==> src/hdl/clar_pkg.sv <==
// Shared constants, codes and types for the colour life unit.
// No dependencies.
`timescale 1ns / 1ps
`default_nettype none
package clar_pkg;
  localparam int MAX_WIDTH  = 32;
  localparam int MAX_HEIGHT = 32;
  localparam int COL_W      = $clog2(MAX_WIDTH);
  localparam int ROW_W      = $clog2(MAX_HEIGHT);
  localparam int ADDR_W     = COL_W + ROW_W;
  localparam int CELLS      = MAX_WIDTH * MAX_HEIGHT;
  localparam int COLOR_W    = 24;
  localparam int CHAN_W     = 8;
  localparam int SIZE_W     = 6;
  localparam int SUM_W      = 10;
  localparam int CNT_W      = 4;

  // divide-by-three as multiply and shift, exact for sums below 1536
  localparam int DIV3_MUL   = 683;
  localparam int DIV3_SHIFT = 11;

  localparam logic [SIZE_W-1:0] MIN_SIZE = SIZE_W'(3);

  localparam logic [1:0] ACT_WRITE   = 2'd0;
  localparam logic [1:0] ACT_READ    = 2'd1;
  localparam logic [1:0] ACT_ADVANCE = 2'd2;

  localparam logic CFG_WIDTH  = 1'b0;
  localparam logic CFG_HEIGHT = 1'b1;

  typedef struct packed {
    logic clear;    // start a new cell
    logic take;     // accumulate memory read data
    logic is_self;  // the data is the centre cell
  } cell_ctl_t;
endpackage
`default_nettype wire

==> src/hdl/clar_cell.sv <==
// Neighbourhood accumulator and life rule for one cell.
// Depends on clar_pkg.
`timescale 1ns / 1ps
`default_nettype none
module clar_cell
  import clar_pkg::*;
(
  input  wire logic               clk,
  input  wire cell_ctl_t          ctl,
  input  wire logic [COLOR_W-1:0] rdata,
  output logic      [COLOR_W-1:0] next_color
);
  logic [CNT_W-1:0]   live;
  logic [SUM_W-1:0]   sr, sg, sb;
  logic [COLOR_W-1:0] self;
  logic [2*SUM_W-1:0] qr, qg, qb;

  // gather live count and channel sums of the eight neighbours, and the centre cell
  always_ff @(posedge clk) begin
    if (ctl.clear) begin
      live <= '0;
      sr   <= '0;
      sg   <= '0;
      sb   <= '0;
      self <= '0;
    end else if (ctl.take) begin
      if (ctl.is_self) begin
        self <= rdata;
      end else if (rdata != '0) begin
        live <= live + CNT_W'(1);
        sr   <= sr + SUM_W'(rdata[23:16]);
        sg   <= sg + SUM_W'(rdata[15:8]);
        sb   <= sb + SUM_W'(rdata[7:0]);
      end
    end
  end

  // channel averages of three parents
  assign qr = sr * SUM_W'(DIV3_MUL);
  assign qg = sg * SUM_W'(DIV3_MUL);
  assign qb = sb * SUM_W'(DIV3_MUL);

  always_comb begin
    next_color = '0;
    if (self != '0) begin
      if (live == CNT_W'(2) || live == CNT_W'(3)) begin
        next_color = self;
      end
    end else if (live == CNT_W'(3)) begin
      next_color = {qr[DIV3_SHIFT +: CHAN_W], qg[DIV3_SHIFT +: CHAN_W],
                    qb[DIV3_SHIFT +: CHAN_W]};
    end
  end
endmodule
`default_nettype wire

==> config.mk <==
export PLATFORM = sky130hd
export DESIGN_NAME = clar_cell
export DESIGN_NICKNAME = d
export VERILOG_FILES = /design/src/hdl/clar_pkg.sv /design/src/hdl/clar_cell.sv
export SDC_FILE = /design/constraint.sdc
export NUM_CORES = 1
export LEC_CHECK = 0
export BUFFER_PORTS_ARGS = -buffer_cell sky130_fd_sc_hd__buf_2
export CAP_MARGIN = 10
export CELL_PAD_IN_SITES_DETAIL_PLACEMENT = 1
export CELL_PAD_IN_SITES_GLOBAL_PLACEMENT = 1
export CORE_ASPECT_RATIO = 1.2
export CORE_MARGIN = 1
export CORE_UTILIZATION = 52
export CTS_CLUSTER_SIZE = 12
export DETAILED_ROUTE_END_ITERATION = 6
export MAX_ROUTING_LAYER = met4
export PLACE_DENSITY_LB_ADDON = 0.15
export SLEW_MARGIN = 15
export SYNTH_ARGS = -nofsm -noshare
export SYNTH_HDL_FRONTEND = slang
export SYNTH_SLANG_ARGS = --single-unit
export TNS_END_PERCENT = 10
==> constraint.sdc <==
create_clock -name clk -period 10.3 [get_ports clk]
set_input_delay 0.515 -clock clk [delete_from_list [all_inputs] [get_ports clk]]
set_output_delay 0.515 -clock clk [all_outputs]
set_load 0.02 [all_outputs]
# After elaboration in Yosys (flattened, before gate mapping)

Cells that the tools add are included.

Register bits: 58
Input port bits: 28
Output and inout bits: 24

Add/sub/neg operators: 4
Multiply operators: 3
Equality and inequality tests: 2
Muxes and demuxes: 3
Bitwise logic cells: 1
Reduce and logical (&&, ||, !) cells: 5

Operators by type and width:

| cell                                                                   | count |
|---|---|
| 24-bit 2-to-1 mux                                                      | 3 |
| 10-bit by 10-bit multiplier with 19-bit output (second input constant) | 3 |
| 24-bit nonzero test                                                    | 2 |
| 10-bit by 8-bit adder with 10-bit output                               | 3 |
| 4-bit by 2-bit equality test with 1-bit output (second input constant) | 2 |
| 4-bit by 1-bit adder with 4-bit output (second input constant)         | 1 |
| 3-bit AND reduction                                                    | 1 |
| 2-bit AND reduction                                                    | 1 |
| 1-bit logical OR                                                       | 1 |
| 1-bit NOT                                                              | 1 |

# Longest topological paths before layout

Gate-level depths: netlist of run 1.

Depth in word-level cells: 4
Mapped depth: 16

# Worst setup path before layout of run 1

OpenSTA, ideal clock, no wires.

Kind: reg-to-output
From: register sg[7]
To: output port next_color[10]
Arrival: 4482 ps
Slack: 5303 ps
Stages on the path, launching flop included: 16
Buffers on the path: 0
Path through: dfxtp_1 -> ha_1 -> ha_1 -> inv_1 -> fa_1 -> inv_1 -> fa_1 -> inv_1 -> fa_1 -> inv_1 -> ha_1 -> and3_1 -> a2111oi_0 -> o31ai_1 -> xnor2_1 -> o21ai_0

Longest elaborated chain between the ends: 3

RTL lines:

| item                                           | RTL line        | text |
|---|---|---|
| start, declared                                | clar_cell.sv:14 | `logic [SUM_W-1:0] sr, sg, sb;` |
| start signal, assigned                         | clar_cell.sv:32 | `sg <= sg + SUM_W'(rdata[15:8]);` |
| 10-bit by 10-bit multiplier with 19-bit output | clar_cell.sv:40 | `assign qg = sg * SUM_W'(DIV3_MUL);` |
| 24-bit 2-to-1 mux                              | clar_cell.sv:49 | `end else if (live == CNT_W'(3)) begin` |
| 24-bit 2-to-1 mux                              | clar_cell.sv:45 | `if (self != '0) begin` |
| end, declared                                  | clar_cell.sv:11 | `output logic [COLOR_W-1:0] next_color` |

Every way passes these cells.

# Worst setup path after layout of run 1

From: register sg[5]
To: output port next_color[12]

The elaborated chain is that of the path after synthesis.

==> results by group, run 1 <==
Run status
  – Status: finished clean

Floorplanning
  – Rows: 50
  – Die X-Extent: ~120 µm
  – Height of the die: about 140 µm
  – Initial Utilization: between 50 and 60%
  – Die ar.: 0.0164 mm²
  – # IOs: 52
  – Core area: roughly 0.016 mm²

STA
  – Setup_tns: 0 ns
  – Fmax: 170 MHz
  – Final worst path period need: 5.89 ns
  – Worst hold slack: 0.465 ns
  – Max-slew headroom: between 30 and 40%
  – Count of final hold-check violations: 0
  – Skew final: around 0.0045 ns
  – Pins over their slew limit: 0
  – Crit share post-route: between 50% and 60%
  – Unrepaired setup endpoints after global routing: false
  – Worst-Margin Slew: 0.952 ns
  – Final Setup Violations: 0
  – Final setup margin: around 4.4 ns

Global route
  – Number of global-route vias before repair: 7660
  – First-pass GRT wire length: 38300 µm
  – Global Route met3 Usage: 3.98%
  – Busiest layer in global routing: met2
  – Largest net degree at the start of global routing: 77
  – M1 GR Usage: 36.3%
  – GRT met2 Usage: a little under three fifths
  – Initial antenna violation count: 0
  – Global-route usage over all layers: approximately a third
  – Grt ovf: 0

Clocking
  – Clock tree sinks: 58
  – H-tree levels: 3
  – Post_cts resized: 0
  – Worst-path clk slew: around 0.050 ns
  – CTS tree: done
  – Clock Tree Root: clkbuf_16
  – Clk buf depth: 2
  – Clk Latency, worst-skew pair: 0.34 ns
  – Hold buffers post-CTS: 0
  – Post-CTS setup buffers: 0
  – Num CTS Buffers: 9

Finish
  – Share of cells above drive strength 1: 8.06%
  – Core Util, Final: between 50 and 60%
  – Area Overhead vs Synth: 9.52%
  – Fin area: about 0.009 mm²
  – Layout Cells excl Fill: between 1000 and 1500
  – Fillers: 1929
  – Area occupied by multi-input gates: 0.00653 mm²
  – Number of nets in the layout: 1281
  – # diodes: 0
  – Area occupied by registers: 0.00116 mm²

Detailed routing
  – DRC: 0
  – Routed wire length: 23600 µm
  – Initial DRT Pass Iterations: 4
  – Per-cell routed wire length: 19.7 µm
  – Vias per cell: 5.91
  – DR iter-0 viols: 279
  – Post-DRT Antenna Nets: 0
  – Routed via count: slightly above 7000

Synth
  – Area leader, netlist: ha_1
  – Mapped cell area: between 0.008 and 0.009 mm²
  – Post-synth EDFFs: 0
  – Commonest cells in the netlist: ha_1, inv_1, nand2_1
  – Top FF cell, synth: dfxtp_1
  – Top cells by area, synth: ha_1, fa_1, dfxtp_1
  – Ys async rst share: 0%
  – Average cell area after synthesis: 8.74 µm²
  – Most numerous cell in the Yosys netlist: ha_1
  – Mapped Cells: approximately 940
  – Seq/Total Area, Yosys: roughly 14%
  – Synthesized Nets: ~1200
  – Yosys reg bits: 58
  – Synth top area share: 30.4%
  – Yosys cell types: 50
  – Number of synthesis warnings: 0

Power and ir drop
  – Sw frac: 37.3%
  – Net Sw Power: 0.360 mW
  – Maximum vdd drop: 0.0715 mV
  – Internal power: 0.606 mW
  – Power per cell area: 107 mW/mm²
  – Combinational Power Share: between 30% and 40%
  – Post-layout power: 0.967 mW
  – Part of the power in registers: roughly a quarter
  – Leakage power: around 4.8 nW
  – Clock power share: ~34%

Place
  – Post-placement cell area: 0.00871 mm²
  – Placed Cells: ~1200
  – Port Buffer Count: 51
  – Estimated wirelength of the detail-placed design: 19700 µm
  – Pre-CTS setup slack: 4.80 ns
  – Routability cong.: 0.885

Min path
  – Worst Hold Class: in2reg

Job
  – # Max-Cap Violations: 0

Worst setup path
  – Crit-path max FO: 5
  – Critical path class: reg2out
  – Crit end category: output port
  – Crit path DAT: ~5.4 ns
  – Worst EP required: 9.79 ns
  – Worst Setup Start Kind: register
-- cells in the final DEF, fill, tap and decap left out, drive strengths merged, types with 5 or more instances in the layout --
master,synthesis,final
mux2,6,6
nor3,15,15
o21a,6,6
o31ai,9,9
nand2,104,104
ha,200,200
dfxtp,58,58
nor4,12,12
nor2b,10,10
a32o,8,8
a31oi,5,5
a21boi,7,7
o311ai,7,7
inv,126,126
a21o,12,12
a211oi,15,15
buf,3,55
nor2,53,53
nand4,12,12
fa,66,66
or3,16,16
xnor2,22,22
nand3,6,6
a21oi,58,58
o21ai,43,43
clkbuf,19,10
-- power by group through the flow --
stage	sequential, mW	clock [mW]	combinational, mW
after floorplan	0.253	0	0.269
after global placement	0.259	0	0.356
after detailed placement	0.260	0	0.377
after CTS	0.255	0.331	0.385
after global routing	0.257	0.342	0.433
final	0.256	0.329	0.382
-- cells by family (layout without fill, tap and decap cells) --
kind of cell | Yosys count | count (layout) | synth area share, %
adders and majority gates | 266 | 266 | 46.4
and+or+nand+nor | 248 | 248 | 14.0
AOI/OAI and AO/OA | 191 | 191 | 15.1
buffers and inverters | 148 | 197 | 6.76
DFF | 58 | 58 | 14.1
xor gates and xnor gates | 26 | 26 | 2.76
muxes | 6 | 6 | 0.820
-- routing by layer --
layer	up-vias	share of wire, %
li1	3396	-
met1	3517	42
met2	123	52
met3	52	3.0
met4	0	3.2
met5	-	0
-- registers in the layout (all words and copies together), names as in the netlist --
name and cells:
live 4, sb 10, self 24, sg 10, sr 10
-- critical path, stage by stage, from the launching register on --
cell,delay [ns]
dfxtp_1,0.48
ha_1,0.33
ha_1,0.31
inv_1,0.06
fa_1,0.54
inv_1,0.06
fa_1,0.49
inv_1,0.06
fa_1,0.51
inv_1,0.04
ha_1,0.31
o21ai_0,0.22
o21ai_0,0.15
a221oi_2,0.48
a21boi_0,0.24
or3_1,0.34
a32o_1,0.25
buf_2,0.15
-- worst paths after layout --
path	cells after the start	endpoint	startpoint	slack, ns
setup / recovery	17	next_color[12]	sg[5]	4.41
hold / removal	3	self[15]	rdata[15]	0.46
setup reg to reg	9	sg[8]	sg[0]	7.61
hold reg to reg	2	self[18]	self[18]	0.46
-- cell type report --
type                       count  share of cell area [%]
clock inverter                 6                   0.887
tap                          208                    2.88
clock buffer                  10                    2.65
sequential                    58                    12.9
inverter                     126                    5.24
multi-input combinational    737                    72.3
timing repair buffer          55                    3.16
Power figures use the tool's default switching activity.
==> inputs of run 2 (changes only) <==
--- a/config.mk
+++ b/config.mk
@@ -11,7 +11,7 @@
 export CELL_PAD_IN_SITES_GLOBAL_PLACEMENT = 1
 export CORE_ASPECT_RATIO = 1.2
 export CORE_MARGIN = 1
-export CORE_UTILIZATION = 52
+export CORE_UTILIZATION = 44
 export CTS_CLUSTER_SIZE = 12
 export DETAILED_ROUTE_END_ITERATION = 6
 export MAX_ROUTING_LAYER = met4
==> constraint.sdc (replaced) <==
create_clock -name clk -period 4.95 [get_ports clk]
set_input_delay 0.2475 -clock clk [delete_from_list [all_inputs] [get_ports clk]]
set_output_delay 0.2475 -clock clk [all_outputs]
set_load 0.02 [all_outputs]
==> run 2 against run 1 <==
Against the previous run: the run now ends with setup timing left; combinational power rose to 2.5 times the previous value; critical endpoint is now next_color[23]; flip-flop and latch count did not move; global-route usage fell by 3.8 points; clock skew rose by 0.0011 ns; final cell count rose by 4.9%.
==> results by group, run 2 (synthesis results as in run 1) <==
Clocking
  – Clock Tree Root: clkbuf_16
  – H-tree levels: 3 (unchanged)
  – Clock tree sinks: 58 (unchanged)
  – Num CTS Buffers: 9 (unchanged)
  – CTS tree: done
  – Worst-path clk slew: 0.06 ns (about the same)
  – Clk buf depth: 2 (unchanged)
  – Clk Latency, worst-skew pair: 0.33 ns (about the same)

STA
  – Max-slew headroom: 30.3% (-6.3 points)
  – Final setup margin: -0.0314 ns (-4.44 ns)
  – Worst hold slack: 0.183 ns (-0.282 ns)
  – Fmax: 201 MHz
  – Worst-Margin Slew: 1.05 ns (+0.0944 ns)
  – Final Setup Violations: 2 (+2)
  – Count of final hold-check violations: 0 (unchanged)
  – Unrepaired setup endpoints after global routing: true
  – Final worst path period need: 4.98 ns
  – Crit share post-route: 101%
  – Pins over their slew limit: 0 (unchanged)
  – Skew final: 0.00565 ns (+0.00114 ns)

Worst setup path
  – Crit. Startpoint: sr[2]
  – Crit path DAT: 4.73 ns (-0.65 ns)
  – Worst EP required: 4.70 ns (-5.09 ns)
  – Worst R2R End: sb[8]
  – Crit-path max FO: 5 (unchanged)
  – Crit end category: output port
  – Critical path class: reg2out
  – Worst reg2reg path startpoint: sb[0]
  – Worst Setup Start Kind: register
  – Worst reg2reg setup slack: 2.35 ns (-5.26 ns)
  – R2R depth: 10 (+1)

Finish
  – Most common cell after layout, fill and taps aside: ha_1
  – Number of nets in the layout: 1324 (+3.4%)
  – Area occupied by multi-input gates: 0.00710 mm² (+8.8%)
  – Largest register FFs: 24 (unchanged)
  – Fin area: 0.00998 mm² (+11%)
  – Top reg by flops: self
  – Area occupied by registers: 0.00120 mm² (+3.3%)
  – Area Overhead vs Synth: 21.1%
  – Most frequent cells in the layout: ha_1, inv_1, nand2_1
  – Fillers: 2120 (+9.9%)
  – Share of cells above drive strength 1: 20.0% (+12 points)

Place
  – Post-placement cell area: 0.00896 mm² (+2.9%)
  – Estimated wirelength of the detail-placed design: 19900 µm (+1.2%)
  – Port Buffer Count: 51 (unchanged)
  – Pre-CTS setup slack: -0.0224 ns (-4.82 ns)
  – Routability cong.: 0.925 (+4.6%)

Detailed routing
  – Routed via count: 7058 (-0.42%)
  – DRC: 0 (unchanged)
  – Initial DRT Pass Iterations: 4 (unchanged)
  – Routed wire length: 24700 µm (+4.6%)
  – DR iter-0 viols: 215 (-23%)
  – Per-cell routed wire length: 19.6 µm (-0.35%)
  – Post-DRT Antenna Nets: 0 (unchanged)
  – Vias per cell: 5.61 (-5.1%)

Job
  – # Max-Cap Violations: 0 (unchanged)

Power and ir drop
  – Post-layout power: 2.11 mW (+120%)
  – Leakage power: 4.88 nW (+2.7%)
  – Power per cell area: 211 mW/mm² (+97%)
  – Maximum vdd drop: 0.150 mV (+110%)

Global route
  – First-pass GRT wire length: 40500 µm (+5.8%)
  – Grt ovf: 0 (unchanged)
  – Initial antenna violation count: 1 (+1)
  – Global-route usage over all layers: 27.8% (-3.8 points)
  – Number of global-route vias before repair: 7794 (+1.7%)
  – Largest net degree at the start of global routing: 77 (unchanged)

Floorplanning
  – Initial Utilization: 45.2% (-7.9 points)
  – # IOs: 52 (unchanged)
  – Height of the die: 152 µm (+8.6%)
  – Die X-Extent: 127 µm (+8.6%)
  – Core area: 0.0182 mm² (+18%)
  – Rows: 54 (+8.0%)
  – Die ar.: 0.0193 mm² (+18%)

Run status
  – Failing checks: setup timing
  – Status: finished, violations left

Min path
  – Worst Hold End: self[16]
  – Worst Hold Class: in2reg
  – Hold Crit Start: rdata[16]
  – Worst hold stages: 3 (unchanged)
[run 2: worst max-delay path by stage]
stage,end,slack (ns),cells after the start
2_1_floorplan,next_color[10],0.22,15
3_3_place_gp,next_color[12],0.02,16
3_5_place_dp,next_color[12],-0.02,16
4_1_cts,next_color[20],-0.006,14
5_1_grt,next_color[14],-0.16,16
6_report,next_color[23],-0.03,15
[run 2: final cells by class]
class,instances,area share (%)
timing repair buffer,98,6.28
clock buffer,10,2.39
clock inverter,5,0.552
sequential,58,12.0
antenna,1,0.0251
multi-input combinational,737,71.2
inverter,126,4.74
tap,224,2.81
[run 2: layer usage]
layer | GRT usage [%] | share of wire [%] | vias up
met5 | - | 0 | -
met4 | 7.82 | 2.8 | 0
met3 | 2.04 | 1.1 | 25
met2 | 52.5 | 54 | 56
met1 | 30.9 | 42 | 3496
li1 | - | - | 3481
[run 2: metrics by stage]
step / util, % / std cells / setup TNS [ns]
2_1_floorplan: - / 943 / 0
3_3_place_gp: 49.1 / 1231 / 0
3_5_place_dp: 49.1 / 1231 / -0.0241
4_1_cts: 53.2 / 1254 / -0.0103
5_1_grt: 54.7 / 1259 / -1.51
6_report: 54.7 / 1259 / -0.0324
[run 2: worst max-delay path: stages, from the launching register on]
cell and delay [ns]:
dfxtp_4 0.37, ha_4 0.25, ha_1 0.30, fa_1 0.54
inv_1 0.05, fa_1 0.45, fa_1 0.50, inv_1 0.04
ha_1 0.17, a21o_1 0.19, or3_4 0.36, o31ai_2 0.27
a21boi_1 0.11, or3_1 0.36, a32o_1 0.28, buf_2 0.16
[run 2: power breakdown]
part	switching [mW]	total, mW	internal (mW)
Sequential	0.0337	0.527	0.493
Combinational	0.532	0.959	0.427
Clock	0.226	0.624	0.398
Total	0.792	2.11	1.32
[run 2: repair_timing]
item | in CTS | in global routing
hold endpoints to repair | 0 | 0
pin swaps | 21 | 19
setup buffers | 8 | 4
hold buffers | 0 | 0
endpoints found under the setup margin | 19 | 18
resized for setup | 73 | 42
